<file path="config.mk">
export PLATFORM = sky130hd
export DESIGN_NAME = svp_ctrl
export DESIGN_NICKNAME = d
export VERILOG_FILES = /design/src/hw/rtl/svp_pkg.sv /design/src/hw/rtl/svp_ctrl.sv
export SDC_FILE = /design/constraint.sdc
export NUM_CORES = 1
export LEC_CHECK = 0
export ABC_AREA = 1
export BUFFER_PORTS_ARGS = -buffer_cell sky130_fd_sc_hd__clkbuf_2
export CELL_PAD_IN_SITES_DETAIL_PLACEMENT = 1
export CELL_PAD_IN_SITES_GLOBAL_PLACEMENT = 1
export CORE_ASPECT_RATIO = 0.9
export CORE_UTILIZATION = 25
export DETAILED_ROUTE_END_ITERATION = 6
export PLACE_DENSITY = 0.71
export SLEW_MARGIN = 0
export SYNTH_ARGS = -nofsm -noshare
export SYNTH_HDL_FRONTEND = slang
export SYNTH_SLANG_ARGS = --single-unit
</file>
<file path="constraint.sdc">
create_clock -name clock -period 1.2 [get_ports clock]
set_input_delay 0.06 -clock clock [delete_from_list [all_inputs] [get_ports clock]]
set_output_delay 0.06 -clock clock [all_outputs]
set_load 0.01 [all_outputs]
</file>
<file path="src/hw/rtl/svp_pkg.sv">
`default_nettype none
package svp_pkg;

   localparam logic [1:0] FUNC_LOAD    = 2'd0;
   localparam logic [1:0] FUNC_TRIGGER = 2'd1;
   localparam logic [1:0] FUNC_STOP    = 2'd2;
   localparam logic [1:0] FUNC_TICK    = 2'd3;

   localparam logic [1:0] CSR_SAMPLE_LENGTH = 2'd0;
   localparam logic [1:0] CSR_LOOP_START    = 2'd1;
   localparam logic [1:0] CSR_LOOP_LENGTH   = 2'd2;
   localparam logic [1:0] CSR_OUTPUT_RATE   = 2'd3;

   localparam int          NOTE_COUNT = 36;
   localparam int          NUM_BASE   = 35468946;   // clock constant times ten
   localparam int          NUM_W      = 26;
   localparam int          PER_W      = 14;
   localparam int          RATE_W     = 17;
   localparam int          DEN_W      = PER_W + RATE_W;
   localparam logic [16:0] RATE_RESET = 17'd22050;

   typedef struct packed {
      logic capture;
      logic load_we;
      logic stop;
      logic trig_mul;
      logic div_init;
      logic div_step;
      logic trig_commit;
      logic tick_addr;
      logic tick_d0;
      logic tick_interp;
      logic tick_scale;
      logic tick_wrap;
      logic clear_res;
      logic publish;
   } ctl_cmd_type;

   typedef struct packed {
      logic [1:0] func;
      logic       note_ok;
      logic       playing;
      logic       tick_ok;
      logic       div_last;
   } ctl_status_type;

   // ten times the period of each note
   function automatic logic [PER_W-1:0] period_x10(input logic [5:0] note);
      logic [PER_W-1:0] p;
      case (note)
         6'd0:  p = 14'd8560;  6'd1:  p = 14'd8080;  6'd2:  p = 14'd7620;
         6'd3:  p = 14'd7200;  6'd4:  p = 14'd6780;  6'd5:  p = 14'd6400;
         6'd6:  p = 14'd6040;  6'd7:  p = 14'd5700;  6'd8:  p = 14'd5380;
         6'd9:  p = 14'd5080;  6'd10: p = 14'd4800;  6'd11: p = 14'd4530;
         6'd12: p = 14'd4280;  6'd13: p = 14'd4040;  6'd14: p = 14'd3810;
         6'd15: p = 14'd3600;  6'd16: p = 14'd3390;  6'd17: p = 14'd3200;
         6'd18: p = 14'd3020;  6'd19: p = 14'd2850;  6'd20: p = 14'd2690;
         6'd21: p = 14'd2540;  6'd22: p = 14'd2400;  6'd23: p = 14'd2260;
         6'd24: p = 14'd2140;  6'd25: p = 14'd2020;  6'd26: p = 14'd1900;
         6'd27: p = 14'd1800;  6'd28: p = 14'd1700;  6'd29: p = 14'd1600;
         6'd30: p = 14'd1510;  6'd31: p = 14'd1430;  6'd32: p = 14'd1350;
         6'd33: p = 14'd1270;  6'd34: p = 14'd1200;  6'd35: p = 14'd1130;
         default: p = '0;
      endcase
      return p;
   endfunction

endpackage
`default_nettype wire

</file>
<file path="src/hw/rtl/svp_ctrl.sv">
`default_nettype none
module svp_ctrl
   import svp_pkg::*;
(
   input  wire logic           clock,
   input  wire logic           reset,
   input  wire logic           req_tvalid,
   output      logic           req_tready,
   output      logic           rsp_tvalid,
   input  wire logic           rsp_tready,
   input  wire ctl_status_type status,
   output      ctl_cmd_type    cmd
);

   localparam logic [3:0] S_IDLE     = 4'd0;
   localparam logic [3:0] S_DECODE   = 4'd1;
   localparam logic [3:0] S_TRIG_MUL = 4'd2;
   localparam logic [3:0] S_DIV_INIT = 4'd3;
   localparam logic [3:0] S_DIV      = 4'd4;
   localparam logic [3:0] S_TRIG_END = 4'd5;
   localparam logic [3:0] S_ADDR     = 4'd6;
   localparam logic [3:0] S_RD1      = 4'd7;
   localparam logic [3:0] S_INTERP   = 4'd8;
   localparam logic [3:0] S_SCALE    = 4'd9;
   localparam logic [3:0] S_WRAP     = 4'd10;
   localparam logic [3:0] S_DONE     = 4'd11;

   logic [3:0] state_ff, state_in;
   logic       rsp_valid_ff, rsp_valid_in;
   logic       slot_free;

   assign req_tready = (state_ff == S_IDLE);
   assign rsp_tvalid = rsp_valid_ff;
   assign slot_free  = !rsp_valid_ff || rsp_tready;

   always_comb begin
      state_in = state_ff;
      cmd      = '0;
      unique case (state_ff)
         S_IDLE: begin
            if (req_tvalid) begin
               cmd.capture = 1'b1;
               state_in    = S_DECODE;
            end
         end
         S_DECODE: begin
            cmd.clear_res = 1'b1;
            state_in      = S_DONE;
            unique case (status.func)
               FUNC_LOAD: cmd.load_we = 1'b1;
               FUNC_TRIGGER: begin
                  if (status.note_ok) state_in = S_TRIG_MUL;
               end
               FUNC_STOP: cmd.stop = 1'b1;
               FUNC_TICK: begin
                  if (status.playing) state_in = S_ADDR;
               end
               default: state_in = S_DONE;
            endcase
         end
         S_TRIG_MUL: begin
            cmd.trig_mul = 1'b1;
            state_in     = S_DIV_INIT;
         end
         S_DIV_INIT: begin
            cmd.div_init = 1'b1;
            state_in     = S_DIV;
         end
         S_DIV: begin
            cmd.div_step = 1'b1;
            if (status.div_last) state_in = S_TRIG_END;
         end
         S_TRIG_END: begin
            cmd.trig_commit = 1'b1;
            state_in        = S_DONE;
         end
         S_ADDR: begin
            cmd.tick_addr = 1'b1;
            state_in      = S_RD1;
         end
         S_RD1: begin
            cmd.tick_d0 = 1'b1;
            state_in    = status.tick_ok ? S_INTERP : S_DONE;
         end
         S_INTERP: begin
            cmd.tick_interp = 1'b1;
            state_in        = S_SCALE;
         end
         S_SCALE: begin
            cmd.tick_scale = 1'b1;
            state_in       = S_WRAP;
         end
         S_WRAP: begin
            cmd.tick_wrap = 1'b1;
            state_in      = S_DONE;
         end
         S_DONE: begin
            if (slot_free) begin
               cmd.publish = 1'b1;
               state_in    = S_IDLE;
            end
         end
         default: state_in = S_IDLE;
      endcase
   end

   always_comb begin
      rsp_valid_in = rsp_valid_ff;
      if (cmd.publish) begin
         rsp_valid_in = 1'b1;
      end else if (rsp_tready) begin
         rsp_valid_in = 1'b0;
      end
   end

   always_ff @(posedge clock) begin
      if (reset) begin
         state_ff     <= S_IDLE;
         rsp_valid_ff <= 1'b0;
      end else begin
         state_ff     <= state_in;
         rsp_valid_ff <= rsp_valid_in;
      end
   end

endmodule
`default_nettype wire

</file>
# [Yosys cells after proc, flatten, opt, wreduce, memory -nomap -nowiden]
# Index checks and enable logic that the tools add are counted.
# Widths: inputs -> output; s select.
[classes] n_eq_ne=17 muxes=27 reduce_logical=7
[op_table] cell="$pmux 4 s11" count=1
[op_table] cell="$mux 4" count=5
[op_table] cell="$mux 1" count=18
[op_table] cell="$eq 4x3->1 const B" count=4
[op_table] cell="$eq 4x4->1 const B" count=4
[op_table] cell="$eq 4x2->1 const B" count=2
[op_table] cell="$pmux 4 s2" count=1
[op_table] cell="$ne 2x2->1 const B" count=3
[op_table] cell="$eq 2x2->1 const B" count=2
[op_table] cell="$eq 4x1->1 const B" count=1
[op_table] cell="$logic_not 4->1" count=1
[op_table] cell="$mux 2" count=2
[op_table] cell="$reduce_and 3->1" count=1
[op_table] cell="$eq 2x1->1 const B" count=1
[op_table] cell="$logic_not 2->1" count=1
[op_table] cell="$reduce_bool 2->1" count=1
[op_table] cell="$reduce_or 2->1" count=1
[op_table] cell="$logic_not 1->1" count=1
[op_table] cell="$logic_or 1x1->1" count=1
[word_totals] ff_bits=5 input_bits=10 output_inout_bits=16

# [Longest topological paths before layout]
# Gate-level depths: netlist of the first run.
[depth] word_depth=5 depth_mapped=9 depth_no_buf=9

# [Worst setup path after synthesis of the first run]
# No wires, ideal clock.
[synth_timing] path_type="register to output" from="register state_ff[2]" to="output cmd[12] (netlist name)" t_arrival_ns=1.070 required_ns=1.140 slack_ns=0.070 path_stages_with_launch=6 cell_sequence="dfxtp_1 -> nor2_1 -> inv_1 -> nor2_4 -> inv_1 -> nor3_1"
[synth_lines] element="from (decl)" line="svp_ctrl.sv:28" source="logic [3:0] state_ff, state_in;"
[synth_lines] element="from (signal assigned)" line="svp_ctrl.sv:121" source="state_ff <= state_in;"
[synth_lines] element="to (decl)" line="svp_ctrl.sv:12" source="output ctl_cmd_type cmd"

# [Worst setup path after layout of the first run]
[layout_timing] from="register state_ff[1]" to="register state_ff[1]"
[layout_via] elab_chain_cells=3 word_cells_on_any_way=18
[layout_lines] element="$eq 4x4->1, or another cell as far along" line="svp_ctrl.sv:39" source="unique case (state_ff)"
[layout_lines] element="$reduce_or 2->1 (no source line) or $ne 2x2->1 (tied branches)"
[layout_lines] element="$pmux 4 s11 or $reduce_and 3->1 (tied branches)"
# Several ways; a longest one is shown, not always the timed one.
# A chain may end at the register's enable or synchronous reset.

==> results.cfg, run 1 <==
[pwr]
powerDensity_nw_per_um2 = 2400
vdd_drop_max_mv = 1.02
cellLeakagePower_nw = 0.522
p_sw_mw = 1.08
p_comb_frac = 0.747
seqPwrFrac = 0.158
power_mw = 2.25
internal_power_mw = 1.17
p_sw_frac = 0.482
clkPwrFrac = 0.095

[clock_network]
h-tree-depth = 1
clockRootBuffer = clkbuf_4
clkSinkCount = 5
cts_tree = done
cts_inserted_buffers = 3
clk_path_buf_depth = 2
path_clk_slew_ns = 0.04
clk_latency_ns = 0.25

[grt]
grt_first_pass_wirelength_um = 2920
grt_overflow = 0
antenna_found_initial = 0
grt_max_degree = 7
grt_pass1_vias = 644
track_usage = 0.214

[placement]
place_hpwl_um = 1300
pre_cts_ws_ns = -0.0718
numPortBuffers = 25
gp_congestion = 0.897

[timing]
fin_skew_ns = 0.0134
slew_viol_final = 0
period_share = 1.12
worst_pin_slew_ns = 0.264
holdWs_ns = 0.211
rsz0062_at_grt = yes
finalSetupViolations = 15
max_freq_mhz = 743
relSlewSlack = 0.824
timing.final.crit_period_ns = 1.35
finalHoldViolations = 0
worst_slack_ns = -0.145

[logic_synthesis]
synth-edff-count = 0
synthMuxAreaShare = 0
synth.avg_cell_area_um2 = 5.51
synth_area_leaders = dfxtp_1, nor2_1, inv_1
synth_top_cell_by_area = dfxtp_1
synth_top_family_by_area = simple AND/OR/NAND/NOR gates
post-synth-top-count-cell = nor2_1
ys_seq_area_frac = 0.227
ys_warn_count = 0
synth_common_cells = nor2_1, inv_1, nand2_1
synth-adder-area-share = 0
ys_types = 15
synthSimpleGateAreaFrac = 0.509
synth_seq_cells = 5
synth_compound_area_frac = 0.0852
syn_area_um2 = 440
synthXorXnorAreaFrac = 0
async_reset_ff_frac = 0
syn-instance-count = 80
syn-num-nets = 90
synth_top_area_share = 0.227
synthFlopType = dfxtp_1

[routing]
routedWlPerCell_um = 14.7
drt_iter0_drc = 14
num_vias = 687
avgViaCountPerCell = 4.43
drc = 0
drt-pass1-iter-count = 4
postRouteAntennaNets = 0
routed_wl_um = 2270

[critical_path]
endpoint = state_ff[1]
endpoint_kind = flip-flop
crit_required_ns = 1.33
crit_arrival_ns = 1.48
r2r_setup_slack_ns = -0.15
startpoint = state_ff[1]
crit_fanout = 4
crit_type = flip-flop to flip-flop
worstReg2RegEnd = state_ff[1]
cp-start-kind = flip-flop
r2r-start = state_ff[1]
r2r_cells = 8

[floorplan]
core_region_area_um2 = 1660
rows = 14
die_w_um = 46.2
die_height_um = 41.8
dieArea_um2 = 1930
start_util = 0.265
io_pins = 26

[final_layout]
nets = 142
finalCoreUtilization = 0.562
drive_above_1_share = 0.649
num_antenna_cells = 0
nFillCells = 218
seq_area_um2 = 113
multiInputGateArea_um2 = 353
area_delta_synth_final_pct = 113

[min_path]
hold_path_depth = 5
min-delay-path-class = input pin to flip-flop

[run_status]
violations = negative setup slack
status = complete, but fails checks

[job]
timing.max_cap.violations = 0
-- critical path, cell delays in order (launching register included) --
cell     delay, ns
dfxtp_2       0.36
inv_2         0.07
nand2_4       0.10
nor2_4        0.06
buf_4         0.13
a21oi_1       0.21
nand4_1       0.15
nand2_1       0.10
inv_1         0.04
-- cell families after synthesis --
group / Yosys count
AO/OA/AOI/OAI: 6
buffers and inverters: 20
AND/OR/NAND/NOR: 49
flip-flops: 5
-- how the worst min path moves through the flow --
| stage | to | slack, ns | start |
|---|---|---|---|
| after detailed placement | state_ff[0] | 0.26 | reset |
| after global placement | state_ff[0] | 0.26 | reset |
| after CTS | state_ff[1] | 0.21 | status[1] |
| final | state_ff[0] | 0.21 | status[0] |
| after global routing | state_ff[0] | 0.25 | status[0] |
| after floorplan | state_ff[0] | 0.13 | reset |
-- metal layers --
layer,GRT usage,up-vias,part of all wire
li1,-,340,-
met1,0.290,328,0.46
met2,0.335,19,0.51
met3,0.0130,0,0.021
met4,0.106,0,0
met5,0,-,0
-- layout by cell type, fill, tap and decap left out, drive strengths merged --
master | Yosys | final
inv | 19 | 19
nor3 | 2 | 2
clkbuf | 0 | 18
nand2 | 16 | 16
o21a | 1 | 1
o22ai | 1 | 1
a21oi | 2 | 2
nand4 | 1 | 1
nand3 | 4 | 4
nor2 | 26 | 26
dlygate4sd3 | 0 | 1
dfxtp | 5 | 5
buf | 1 | 33
o21ai | 2 | 2
-- stage by stage --
stage                     std cells  area (um^2)  TNS [ns]
after CTS                       149          807    -0.516
after global placement          138          663    -0.175
after global routing            155          936     -1.85
after floorplan                  80          440         0
final                           155          936    -0.883
after detailed placement        138          663    -0.229
-- power by group through the flow --
stage / Sequential [mW] / Clock, mW / Combinational [mW]
2_1_floorplan: 0.268 / 0 / 0.602
3_3_place_gp: 0.276 / 0 / 0.991
3_5_place_dp: 0.281 / 0 / 1.02
4_1_cts: 0.329 / 0.203 / 1.26
5_1_grt: 0.358 / 0.229 / 1.82
6_report: 0.356 / 0.213 / 1.68
-- flip-flops by register name, summed over array words and instances (netlist names) --
register    flops
state_ff        4
rsp_tvalid      1
-- timing repair --
action | in CTS | in global routing
setup buffers | 6 | 6
setup endpoints to repair | 18 | 18
gates resized for setup | 27 | 34
pin swaps | 6 | 14
hold buffers | 1 | 0
hold endpoints to repair | 1 | 0
-- layout make-up --
type | count | share of cell area
Clock buffer | 4 | 0.0281
Inverter | 19 | 0.0789
Multi-Input combinational cell | 55 | 0.377
Sequential cell | 5 | 0.120
Tap cell | 24 | 0.0321
Timing Repair Buffer | 48 | 0.364
No activity file was read; power rests on OpenSTA's default activity.
==> inputs of run 2 (changes only) <==
==> constraint.sdc (replaced) <==
create_clock -name clock -period 1.2 [get_ports clock]
set_input_delay 0.3 -clock clock [delete_from_list [all_inputs] [get_ports clock]]
set_output_delay 0.3 -clock clock [all_outputs]
set_load 0.01 [all_outputs]
==> run 2 against run 1 <==
The flow still finishes with violations (negative setup slack). Clock skew fell by 0.0076 ns. Worst setup slack got worse by 0.19 ns. Flip-flop and latch count did not move. Clock-buffer cell count did not move. Sequential power rose by 1%. Critical path depth fell by 2. Highest routed layer is now met4.
==> results.cfg, run 2 (same netlist as run 1, synthesis figures left out) <==
[run_status]
status = complete, but fails checks
violations = negative setup slack

[timing]
max_freq_mhz = 650
worst_slack_ns = -0.338
slew_viol_final = 0
timing.final.crit_period_ns = 1.54
finalSetupViolations = 19
relSlewSlack = 0.827
holdWs_ns = 0.245
period_share = 1.28
worst_pin_slew_ns = 0.258
rsz0062_at_grt = yes
fin_skew_ns = 0.00580
setup_tns_ns = -4.38
finalHoldViolations = 0

[routing]
drt_iter0_drc = 1
avgViaCountPerCell = 4.44
drt-pass1-iter-count = 3
num_vias = 657
routed_wl_um = 2040
drc = 0
postRouteAntennaNets = 0
routedWlPerCell_um = 13.8

[critical_path]
path_cells = nor2_4 -> inv_2 -> nor2_4 -> inv_2 -> nor3_4 -> buf_2
crit_family = flip-flops
worst-path-buf-inv = 3
crit_arrival_ns = 1.24
crit_required_ns = 0.90
crit_type = flip-flop to output port
endpoint_kind = output port
cpPeakStageDelay_ns = 0.37
cp-start-kind = flip-flop
cp_slowest_cell = dfxtp_4
crit_fanout = 4

[final_layout]
finish.instance_area_um2 = 855
drive_above_1_share = 0.613
largest_reg_flops = 4
final_common_cell = buf_4
num_antenna_cells = 0
area_delta_synth_final_pct = 94.0
nets = 135
top_register = state_ff
finalCoreUtilization = 0.514
most-common-layout-cells = buf_4, nor2_1, inv_1, clkbuf_2, nand2_1

[floorplan]
start_util = 0.265
dieArea_um2 = 1930
die_height_um = 41.8
rows = 14
die_w_um = 46.2
io_pins = 26
core_region_area_um2 = 1660

[pwr]
clkPwrFrac = 0.100
p_sw_frac = 0.490
cellLeakagePower_nw = 0.483
vdd_drop_max_mv = 0.973
p_comb_frac = 0.719
p_sw_uw = 975
internal_power_mw = 1.01
power_mw = 1.99
powerDensity_nw_per_um2 = 2330
seqPwrFrac = 0.181

[placement]
numPortBuffers = 25
place_hpwl_um = 1310
place_area_um2 = 681
gp_congestion = 0.788

[clock_network]
clk_path_buf_depth = 2
clkSinkCount = 5
cts_tree = done
clockRootBuffer = clkbuf_4
cts_inserted_buffers = 3
clk_latency_ns = 0.24
cts_hold_buf = 0
path_clk_slew_ns = 0.05
h-tree-depth = 1

[grt]
grt_first_pass_wirelength_um = 2770
antenna_found_initial = 0
grt_pass1_vias = 665
grt_overflow = 0
track_usage = 0.204
grt_max_degree = 7

[job]
timing.max_cap.violations = 0

[min_path]
min-delay-path-class = input pin to flip-flop
[run 2: cell types whose count changed in the layout (fill, tap and decap cells not counted), sizes merged]
| cell | delta |
|---|---|
| clkbuf | -1 |
| buf | -5 |
| dlygate4sd3 | -1 |
[run 2: layer usage]
metal	vias up	global-route usage	wire, um
met2	15	0.358	1130
met3	2	0.0391	43
met5	-	0	0
met4	0	0.0353	7
met1	316	0.252	864
li1	324	-	-
[run 2: area by class of cell]
type	instances	area [um^2]
fill	234	810
multi-input combinational	55	350
timing repair buffer	41	262
sequential	5	113
inverter	19	73.8
tap	24	30.0
clock buffer	4	26.3
[run 2: path summary, 6_finish.rpt]
check	start	endpoint	slack, ns	cells after the start
worst max-delay path	state_ff[2]	cmd[12]	-0.34	6
worst min-delay path	reset	state_ff[0]	0.24	2
worst max register to register	state_ff[2]	state_ff[2]	-0.33	10
worst min register to register	rsp_tvalid	state_ff[0]	0.67	4
[run 2: stage by stage]
step | cells | setup WS [ns]
detailed placement | 137 | -0.206
global placement | 137 | -0.179
finish | 148 | -0.338
global route | 148 | -0.433
floorplan | 80 | -0.0528
CTS | 144 | -0.289
[run 2: power groups by stage]
stage / registers, mW / clock network (mW) / logic [mW]
3_5_place_dp: 0.304 / 0 / 1.06
3_3_place_gp: 0.302 / 0 / 1.03
5_1_grt: 0.367 / 0.221 / 1.56
6_report: 0.360 / 0.200 / 1.43
2_1_floorplan: 0.283 / 0 / 0.640
4_1_cts: 0.335 / 0.197 / 1.25
[run 2: repair_timing]
item,4_1_cts,5_1_grt
setup endpoints to repair,20,19
gates resized for setup,20,24
pin swaps,4,4
buffers inserted,4,4
